==> config.mk <==
export PLATFORM = sky130hd
export DESIGN_NAME = seven_segment_frame_builder_unit
export DESIGN_NICKNAME = d
export VERILOG_FILES = /design/src/rtl/ssfb_pkg.sv /design/src/rtl/seven_segment_frame_builder_unit.sv /design/src/rtl/ssfb_bcd_stage.sv /design/src/rtl/ssfb_emitter.sv
export SDC_FILE = /design/constraint.sdc
export NUM_CORES = 1
export LEC_CHECK = 0
export BUFFER_PORTS_ARGS = -buffer_cell sky130_fd_sc_hd__buf_2
export CORE_UTILIZATION = 60
export CTS_BUF_LIST = sky130_fd_sc_hd__clkbuf_16
export DETAILED_ROUTE_END_ITERATION = 16
export PLACE_DENSITY = 0.84
export SLEW_MARGIN = 20
export SYNTH_ARGS = -nofsm -noshare
export SYNTH_HDL_FRONTEND = slang
export SYNTH_SLANG_ARGS = --single-unit
==> constraint.sdc <==
create_clock -name aclk -period 13.2 [get_ports aclk]
set_input_delay 1.98 -clock aclk [delete_from_list [all_inputs] [get_ports aclk]]
set_output_delay 1.98 -clock aclk [all_outputs]
set_load 0.01 [all_outputs]
==> src/rtl/ssfb_pkg.sv <==
// Shared types, constants and font table for the seven-segment frame builder.
`timescale 1ns / 1ps
package ssfb_pkg;

    // Request fields
    localparam int OP_W     = 2;
    localparam int NUMBER_W = 31;
    localparam int POS_W    = 4;
    localparam int GLYPH_W  = 5;
    localparam int BRIGHT_W = 3;

    // Binary-to-BCD pipeline: number padded to NUM_W, STAGE_BITS bits shifted per stage
    localparam int NUM_W      = 32;
    localparam int STAGE_BITS = 8;
    localparam int BCD_STAGES = NUM_W / STAGE_BITS;

    localparam int DIGITS_DEF      = 8;
    localparam int CLEAR_BYTES_DEF = 32;

    // Operation codes
    localparam logic [OP_W-1:0] OP_NUMBER  = 2'd0;
    localparam logic [OP_W-1:0] OP_WRITE   = 2'd1;
    localparam logic [OP_W-1:0] OP_CLEAR   = 2'd2;
    localparam logic [OP_W-1:0] OP_CONTROL = 2'd3;

    // Controller command bytes
    localparam logic [7:0] CMD_DATA_AUTO  = 8'h40;
    localparam logic [7:0] CMD_DATA_FIXED = 8'h44;
    localparam logic [7:0] CMD_ADDR       = 8'hC0;
    localparam logic [7:0] CMD_CTRL       = 8'h80;

    typedef struct packed {
        logic [OP_W-1:0]     op;
        logic [POS_W-1:0]    position;
        logic [GLYPH_W-1:0]  glyph;
        logic                display_on;
        logic [BRIGHT_W-1:0] brightness;
    } req_t;

    function automatic logic [7:0] font_lookup(input logic [GLYPH_W-1:0] idx);
        logic [7:0] seg;
        case (idx)
            5'd0:    seg = 8'h3F;
            5'd1:    seg = 8'h06;
            5'd2:    seg = 8'h5B;
            5'd3:    seg = 8'h4F;
            5'd4:    seg = 8'h66;
            5'd5:    seg = 8'h6D;
            5'd6:    seg = 8'h7D;
            5'd7:    seg = 8'h07;
            5'd8:    seg = 8'h7F;
            5'd9:    seg = 8'h6F;
            5'd10:   seg = 8'h77;
            5'd11:   seg = 8'h7C;
            5'd12:   seg = 8'h39;
            5'd13:   seg = 8'h5E;
            5'd14:   seg = 8'h79;
            5'd15:   seg = 8'h71;
            5'd16:   seg = 8'h3D;
            5'd17:   seg = 8'h76;
            5'd18:   seg = 8'h00;
            5'd19:   seg = 8'h40;
            5'd20:   seg = 8'h80;
            5'd21:   seg = 8'h63;
            5'd22:   seg = 8'h78;
            5'd23:   seg = 8'h1E;
            5'd24:   seg = 8'h38;
            default: seg = 8'h00;   // out of font range: blank
        endcase
        return seg;
    endfunction

endpackage

==> src/rtl/seven_segment_frame_builder_unit.sv <==
// Top level of the seven-segment frame builder: BCD conversion pipeline and byte sequencer.
`timescale 1ns / 1ps
// Takes one display request per input beat and emits the strobe-framed command bytes for an
// 8-digit seven-segment LED controller, one byte per output beat. A request first runs
// through BCD_STAGES registered double-dabble stages (8 binary bits each) and then into the
// byte sequencer, which feeds an output register. The single output byte port sets the
// pace: a request occupies the sequencer until all its bytes are out - 2 + 2*DIGITS (18)
// for show number, 3 for single position write, 2 + CLEAR_BYTES (34) for clear, 1 for
// display control - and consecutive requests stream with no gap. Input beats keep flowing
// into the pipeline while the sequencer is busy until all stages hold a request. Output
// tuser[0] marks strobe low before the byte, tuser[1] strobe high after it; tlast marks
// the final byte of each request. Only the low DIGITS decimal digits of number are shown.
module seven_segment_frame_builder_unit #(
    parameter int DIGITS      = ssfb_pkg::DIGITS_DEF,
    parameter int CLEAR_BYTES = ssfb_pkg::CLEAR_BYTES_DEF
) (
    input  logic        aclk,
    input  logic        aresetn,
    // Request channel
    input  logic        s_axis_tvalid,
    output logic        s_axis_tready,
    input  logic [47:0] s_axis_tdata,   // number[30:0], position[34:31], glyph[39:35],
                                        // display_on[40], brightness[43:41], zero pad
    input  logic [1:0]  s_axis_tuser,   // op[1:0]
    // Byte channel
    output logic        m_axis_tvalid,
    input  logic        m_axis_tready,
    output logic [7:0]  m_axis_tdata,   // out_byte[7:0]
    output logic [1:0]  m_axis_tuser,   // frame_start[0], frame_end[1]
    output logic        m_axis_tlast    // last
);
    import ssfb_pkg::*;

    localparam int BCD_W = DIGITS * 4;

    // Handshake and payload between pipeline stages; index 0 is the input port
    logic               stg_valid [BCD_STAGES+1];
    logic               stg_ready [BCD_STAGES+1];
    req_t               stg_req   [BCD_STAGES+1];
    logic [NUM_W-1:0]   stg_bin   [BCD_STAGES+1];
    logic [BCD_W-1:0]   stg_bcd   [BCD_STAGES+1];

    // Unpack the request beat
    assign stg_valid[0]           = s_axis_tvalid;
    assign s_axis_tready          = stg_ready[0];
    assign stg_req[0].op          = s_axis_tuser;
    assign stg_req[0].position    = s_axis_tdata[34:31];
    assign stg_req[0].glyph       = s_axis_tdata[39:35];
    assign stg_req[0].display_on  = s_axis_tdata[40];
    assign stg_req[0].brightness  = s_axis_tdata[43:41];
    assign stg_bin[0]             = {{(NUM_W-NUMBER_W){1'b0}}, s_axis_tdata[NUMBER_W-1:0]};
    assign stg_bcd[0]             = '0;

    // Binary-to-BCD pipeline
    for (genvar g = 0; g < BCD_STAGES; g++) begin : g_bcd
        ssfb_bcd_stage #(
            .DIGITS (DIGITS)
        ) u_stage (
            .aclk      (aclk),
            .aresetn   (aresetn),
            .in_valid  (stg_valid[g]),
            .in_ready  (stg_ready[g]),
            .in_req    (stg_req[g]),
            .in_bin    (stg_bin[g]),
            .in_bcd    (stg_bcd[g]),
            .out_valid (stg_valid[g+1]),
            .out_ready (stg_ready[g+1]),
            .out_req   (stg_req[g+1]),
            .out_bin   (stg_bin[g+1]),
            .out_bcd   (stg_bcd[g+1])
        );
    end

    // Byte sequencer and output register
    ssfb_emitter #(
        .DIGITS      (DIGITS),
        .CLEAR_BYTES (CLEAR_BYTES)
    ) u_emitter (
        .aclk     (aclk),
        .aresetn  (aresetn),
        .in_valid (stg_valid[BCD_STAGES]),
        .in_ready (stg_ready[BCD_STAGES]),
        .in_req   (stg_req[BCD_STAGES]),
        .in_bcd   (stg_bcd[BCD_STAGES]),
        .m_tvalid (m_axis_tvalid),
        .m_tready (m_axis_tready),
        .m_tdata  (m_axis_tdata),
        .m_tuser  (m_axis_tuser),
        .m_tlast  (m_axis_tlast)
    );

    // stg_bin of the last stage is fully shifted out and unused beyond this point
    logic unused_bin;
    assign unused_bin = ^stg_bin[BCD_STAGES];

endmodule

==> src/rtl/ssfb_bcd_stage.sv <==
// One registered double-dabble stage: shifts STAGE_BITS binary bits into the BCD digits.
`timescale 1ns / 1ps
module ssfb_bcd_stage #(
    parameter int DIGITS = ssfb_pkg::DIGITS_DEF
) (
    input  logic                       aclk,
    input  logic                       aresetn,
    input  logic                       in_valid,
    output logic                       in_ready,
    input  ssfb_pkg::req_t             in_req,
    input  logic [ssfb_pkg::NUM_W-1:0] in_bin,
    input  logic [DIGITS*4-1:0]        in_bcd,
    output logic                       out_valid,
    input  logic                       out_ready,
    output ssfb_pkg::req_t             out_req,
    output logic [ssfb_pkg::NUM_W-1:0] out_bin,
    output logic [DIGITS*4-1:0]        out_bcd
);
    import ssfb_pkg::*;

    localparam int BCD_W = DIGITS * 4;

    logic               valid_reg, valid_next;
    req_t               req_reg;
    logic [NUM_W-1:0]   bin_reg, bin_next;
    logic [BCD_W-1:0]   bcd_reg, bcd_next;

    assign in_ready = !valid_reg || out_ready;

    // Add-3 correction then shift, STAGE_BITS times; digits above DIGITS fall off
    always_comb begin
        logic [NUM_W-1:0] n;
        logic [BCD_W-1:0] b;
        n = in_bin;
        b = in_bcd;
        for (int s = 0; s < STAGE_BITS; s++) begin
            for (int d = 0; d < DIGITS; d++) begin
                if (b[d*4 +: 4] >= 4'd5) begin
                    b[d*4 +: 4] = b[d*4 +: 4] + 4'd3;
                end
            end
            b = {b[BCD_W-2:0], n[NUM_W-1]};
            n = {n[NUM_W-2:0], 1'b0};
        end
        bin_next = n;
        bcd_next = b;
    end

    always_comb begin
        valid_next = valid_reg;
        if (in_ready) begin
            valid_next = in_valid;
        end
    end

    always_ff @(posedge aclk) begin
        if (!aresetn) begin
            valid_reg <= 1'b0;
        end else begin
            valid_reg <= valid_next;
        end
    end

    always_ff @(posedge aclk) begin
        if (in_ready && in_valid) begin
            req_reg <= in_req;
            bin_reg <= bin_next;
            bcd_reg <= bcd_next;
        end
    end

    assign out_valid = valid_reg;
    assign out_req   = req_reg;
    assign out_bin   = bin_reg;
    assign out_bcd   = bcd_reg;

endmodule

==> src/rtl/ssfb_emitter.sv <==
// Byte sequencer: walks a request's bytes into an output register, one per cycle unless stalled.
`timescale 1ns / 1ps
module ssfb_emitter #(
    parameter int DIGITS      = ssfb_pkg::DIGITS_DEF,
    parameter int CLEAR_BYTES = ssfb_pkg::CLEAR_BYTES_DEF
) (
    input  logic                aclk,
    input  logic                aresetn,
    input  logic                in_valid,
    output logic                in_ready,
    input  ssfb_pkg::req_t      in_req,
    input  logic [DIGITS*4-1:0] in_bcd,
    output logic                m_tvalid,
    input  logic                m_tready,
    output logic [7:0]          m_tdata,
    output logic [1:0]          m_tuser,
    output logic                m_tlast
);
    import ssfb_pkg::*;

    localparam int BCD_W   = DIGITS * 4;
    localparam int LEN_NUM = 2 + 2 * DIGITS;
    localparam int LEN_CLR = 2 + CLEAR_BYTES;
    localparam int LEN_MAX = (LEN_NUM > LEN_CLR) ? LEN_NUM : LEN_CLR;
    localparam int IDX_W   = $clog2(LEN_MAX);
    localparam int DIG_W   = (DIGITS > 1) ? $clog2(DIGITS) : 1;

    logic               busy_reg, busy_next;
    logic [IDX_W-1:0]   idx_reg, idx_next;
    req_t               cur_req_reg;
    logic [BCD_W-1:0]   cur_bcd_reg;
    logic               out_valid_reg, out_valid_next;
    logic [7:0]         out_byte_reg, out_byte_next;
    logic [1:0]         out_user_reg, out_user_next;
    logic               out_last_reg, out_last_next;

    logic [IDX_W-1:0]   last_idx;
    logic               cur_last;
    logic               out_free;
    logic               emit;
    logic               load;
    logic [IDX_W-1:0]   data_idx;
    logic [DIG_W-1:0]   nib_sel;
    logic [3:0]         digit;
    logic [7:0]         byte_val;

    always_comb begin
        case (cur_req_reg.op)
            OP_NUMBER:  last_idx = IDX_W'(LEN_NUM - 1);
            OP_WRITE:   last_idx = IDX_W'(2);
            OP_CLEAR:   last_idx = IDX_W'(LEN_CLR - 1);
            OP_CONTROL: last_idx = '0;
            default:    last_idx = '0;
        endcase
    end

    assign cur_last = (idx_reg == last_idx);
    assign out_free = !out_valid_reg || m_tready;
    assign emit     = busy_reg && out_free;
    assign in_ready = !busy_reg || (emit && cur_last);
    assign load     = in_valid && in_ready;

    // Data bytes of a number frame alternate glyph, zero; digits most significant first
    assign data_idx = idx_reg - IDX_W'(2);
    assign nib_sel  = DIG_W'(DIGITS - 1) - DIG_W'(data_idx[IDX_W-1:1]);
    assign digit    = cur_bcd_reg[nib_sel*4 +: 4];

    always_comb begin
        byte_val = 8'h00;
        if (idx_reg == '0) begin
            case (cur_req_reg.op)
                OP_WRITE:   byte_val = CMD_DATA_FIXED;
                OP_CONTROL: byte_val = CMD_CTRL | {4'd0, cur_req_reg.display_on,
                                                   cur_req_reg.brightness};
                default:    byte_val = CMD_DATA_AUTO;
            endcase
        end else if (idx_reg == IDX_W'(1)) begin
            if (cur_req_reg.op == OP_WRITE) begin
                byte_val = CMD_ADDR | {4'd0, cur_req_reg.position};
            end else begin
                byte_val = CMD_ADDR;
            end
        end else begin
            case (cur_req_reg.op)
                OP_WRITE:  byte_val = font_lookup(cur_req_reg.glyph);
                OP_NUMBER: byte_val = data_idx[0] ? 8'h00 : font_lookup({1'b0, digit});
                default:   byte_val = 8'h00;
            endcase
        end
    end

    always_comb begin
        out_valid_next = out_valid_reg;
        out_byte_next  = out_byte_reg;
        out_user_next  = out_user_reg;
        out_last_next  = out_last_reg;
        if (emit) begin
            out_valid_next = 1'b1;
            out_byte_next  = byte_val;
            // tuser[0] frame start, tuser[1] frame end
            out_user_next  = {(idx_reg == '0) || cur_last,
                              (idx_reg == '0) || (idx_reg == IDX_W'(1))};
            out_last_next  = cur_last;
        end else if (m_tready) begin
            out_valid_next = 1'b0;
        end
    end

    always_comb begin
        busy_next = busy_reg;
        idx_next  = idx_reg;
        if (load) begin
            busy_next = 1'b1;
            idx_next  = '0;
        end else if (emit) begin
            busy_next = !cur_last;
            idx_next  = idx_reg + IDX_W'(1);
        end
    end

    always_ff @(posedge aclk) begin
        if (!aresetn) begin
            busy_reg      <= 1'b0;
            idx_reg       <= '0;
            out_valid_reg <= 1'b0;
        end else begin
            busy_reg      <= busy_next;
            idx_reg       <= idx_next;
            out_valid_reg <= out_valid_next;
        end
    end

    always_ff @(posedge aclk) begin
        if (load) begin
            cur_req_reg <= in_req;
            cur_bcd_reg <= in_bcd;
        end
        out_byte_reg <= out_byte_next;
        out_user_reg <= out_user_next;
        out_last_reg <= out_last_next;
    end

    assign m_tvalid = out_valid_reg;
    assign m_tdata  = out_byte_reg;
    assign m_tuser  = out_user_reg;
    assign m_tlast  = out_last_reg;

`ifndef SYNTHESIS
    a_idx_in_stream: assert property (@(posedge aclk) disable iff (!aresetn)
        busy_reg |-> idx_reg <= last_idx)
        else $error("byte index past end of stream");

    a_last_ends_frame: assert property (@(posedge aclk) disable iff (!aresetn)
        out_valid_reg && out_last_reg |-> out_user_reg[1])
        else $error("final beat does not close a frame");

    a_take_only_at_end: assert property (@(posedge aclk) disable iff (!aresetn)
        busy_reg && in_ready |-> emit && cur_last)
        else $error("new request taken mid-stream");

    a_first_beat_starts: assert property (@(posedge aclk) disable iff (!aresetn)
        load |=> busy_reg && idx_reg == '0)
        else $error("loaded request does not start at first byte");
`endif

endmodule
==> impl_metrics.json <==
{
  "path_common_cell": "ha_1",
  "vias_per_cell": 6.42,
  "cts_resized": 0,
  "n_antenna_cell": 0,
  "min_path_type": "flop to flop",
  "area_growth_pct": 6.82,
  "root_buffer": "clkbuf_16",
  "async_flop_share_pct": 0,
  "timing.final.crit_share_pct": 64.6,
  "final_cell_mix": "nand2_1, edfxtp_1, nor2_1",
  "maxSlewHeadroom_pct": 36.6,
  "ys.flop_type": "edfxtp_1",
  "dr.pass1.iters": 6,
  "syn_area_um2": 26600,
  "slowest_stage": "a221oi_2",
  "fin_crit_ns": 8.53,
  "setup_tns_ns": 0,
  "synth_fp_nets": 3316,
  "track_usage_pct": 25.7,
  "layout-drive-gt1-share_pct": 10.9,
  "status": "complete, no violations",
  "dieWidth_um": 213,
  "antenna_left": 0,
  "postCtsSetupRepairBufs": 0,
  "ios": 67,
  "antenna_found_initial": 0,
  "cp_max_fo": 10,
  "num_rows": 76,
  "post_dp_cell_area_um2": 27400,
  "ys.warnings.count": 0,
  "largest_reg_flops": 90,
  "gr-total-overflow": 0,
  "postSynthAreaPerCell_um2": 8.55,
  "die_area_um2": 45200,
  "fp.dieH_um": 213,
  "rsz0062_at_grt": "no",
  "gp_congestion": 0.871,
  "drc": 0,
  "ys_types": 120,
  "dp.cells": 3684,
  "dr.first_iter.drc_count": 2033,
  "cts_made_buffers": 29,
  "critical_path_arrival_ns": 8.88,
  "cts_tree": "done",
  "fin_cells": 3738,
  "place.port_buffers": 62,
  "crit_required_ns": 13.55,
  "vias": 23981,
  "dpl.hpwl_um": 43100,
  "clock_sinks": 276,
  "grt_max_degree": 56,
  "layout.nets": 3329,
  "drv_cap": 0,
  "hold_buffers": 0,
  "final_common_cell": "nand2_1",
  "fmax_mhz": 117,
  "cp-end-kind": "flop",
  "netlist_instances": 3117,
  "setup_viol": 0,
  "finalHoldViolations": 0,
  "htree_levels": 1,
  "clock_skew_ns": 0.0283,
  "clock_path_buffers": 3,
  "slowest_delay_ns": 0.57,
  "slew_violations": 0,
  "synth_edf_count": 256,
  "critPathLaunchType": "flop",
  "initial_core_util_pct": 61.3,
  "worstSetupPathType": "flop to flop",
  "core_area_um2": 43500,
  "grt_pass1_wl_um": 99900,
  "grt_pass1_vias": 22244,
  "clk_pin_slew_worst_paths_ns": 0.08,
  "insertion_delay_ns": 0.60,
  "wire_per_inst_um": 16.0,
  "seq_area_frac_synth_pct": 30.4,
  "synth_seq_cells": 276,
  "fin_area_um2": 28500,
  "wl_um": 59700,
  "worstMarginPinSlew_ns": 0.924
}
-- cell families after synthesis --
kind of cell | count (synthesis) | synth area share [%]
compound gates | 1104 | 28.8
xor+xnor | 101 | 3.66
buf+inv | 291 | 4.23
flops | 276 | 30.4
fa+ha+maj | 146 | 6.85
mux | 180 | 7.61
simple gates | 1019 | 18.5
-- through the flow --
stage          hold WS [ns]  utilization, %  setup WS (ns)
2_1_floorplan         0.400               -           5.93
3_3_place_gp          0.401            63.1           5.22
3_5_place_dp          0.405            63.1           4.91
4_1_cts               0.415            65.5           4.81
5_1_grt               0.414            65.5           4.15
6_report              0.410            65.5           4.67
-- worst paths after layout --
kind	startpoint	to	slack, ns	cells after the start
setup / recovery	g_bcd[2].u_stage.out_bcd[20]	g_bcd[3].u_stage.out_bcd[27]	4.67	35
hold / removal	g_bcd[3].u_stage.out_bcd[9]	u_emitter.cur_bcd_reg[9]	0.41	0
setup reg to reg	g_bcd[2].u_stage.out_bcd[20]	g_bcd[3].u_stage.out_bcd[27]	4.67	35
hold reg to reg	g_bcd[3].u_stage.out_bcd[9]	u_emitter.cur_bcd_reg[9]	0.41	0
-- worst max-delay path, delay by kind of cell (launching register included) --
| family | cells | cell delay [ns] |
|---|---|---|
| AND/OR/NAND/NOR | 14 | 2.73 |
| AO/OA/AOI/OAI | 7 | 2.14 |
| adder cells (fa/ha/maj) | 7 | 1.75 |
| multiplexers | 3 | 0.75 |
| flip-flops | 1 | 0.48 |
| buffers and inverters | 4 | 0.44 |
-- cell type report --
| class | count | area (um^2) |
|---|---|---|
| Inverter | 199 | 747 |
| Sequential cell | 276 | 8090 |
| Clock buffer | 29 | 726 |
| Tap cell | 585 | 732 |
| Multi-Input combinational cell | 2550 | 17500 |
| Clock inverter | 25 | 290 |
| Fill cell | 3373 | 15000 |
| Timing Repair Buffer | 74 | 400 |
-- synth_stat cells, drive strengths merged (48+ instances only) --
cell,n,area [um^2]
a211oi,61,498
a21o,48,360
a21oi,218,1110
clkbuf,71,267
edfxtp,256,7690
ha,145,1810
inv,197,739
mux2,75,848
mux2i,96,977
nand2,296,1120
nand2b,49,307
nand3,66,330
nor2,254,956
nor3,87,440
o211ai,49,403
o21ai,262,1320
or2,49,309
xnor2,71,682
-- per-layer routing --
| metal | track usage (%) | wire length (um) | vias up |
|---|---|---|---|
| met2 | 46.5 | 29700 | 700 |
| li1 | - | - | 11856 |
| met1 | 32.3 | 26100 | 11300 |
| met3 | 2.24 | 2310 | 125 |
| met4 | 8.14 | 1540 | 0 |
| met5 | 0 | 0 | - |
Power is not shown: default switching activity piles up to over one toggle a cycle in this logic, so the estimate is an artifact.
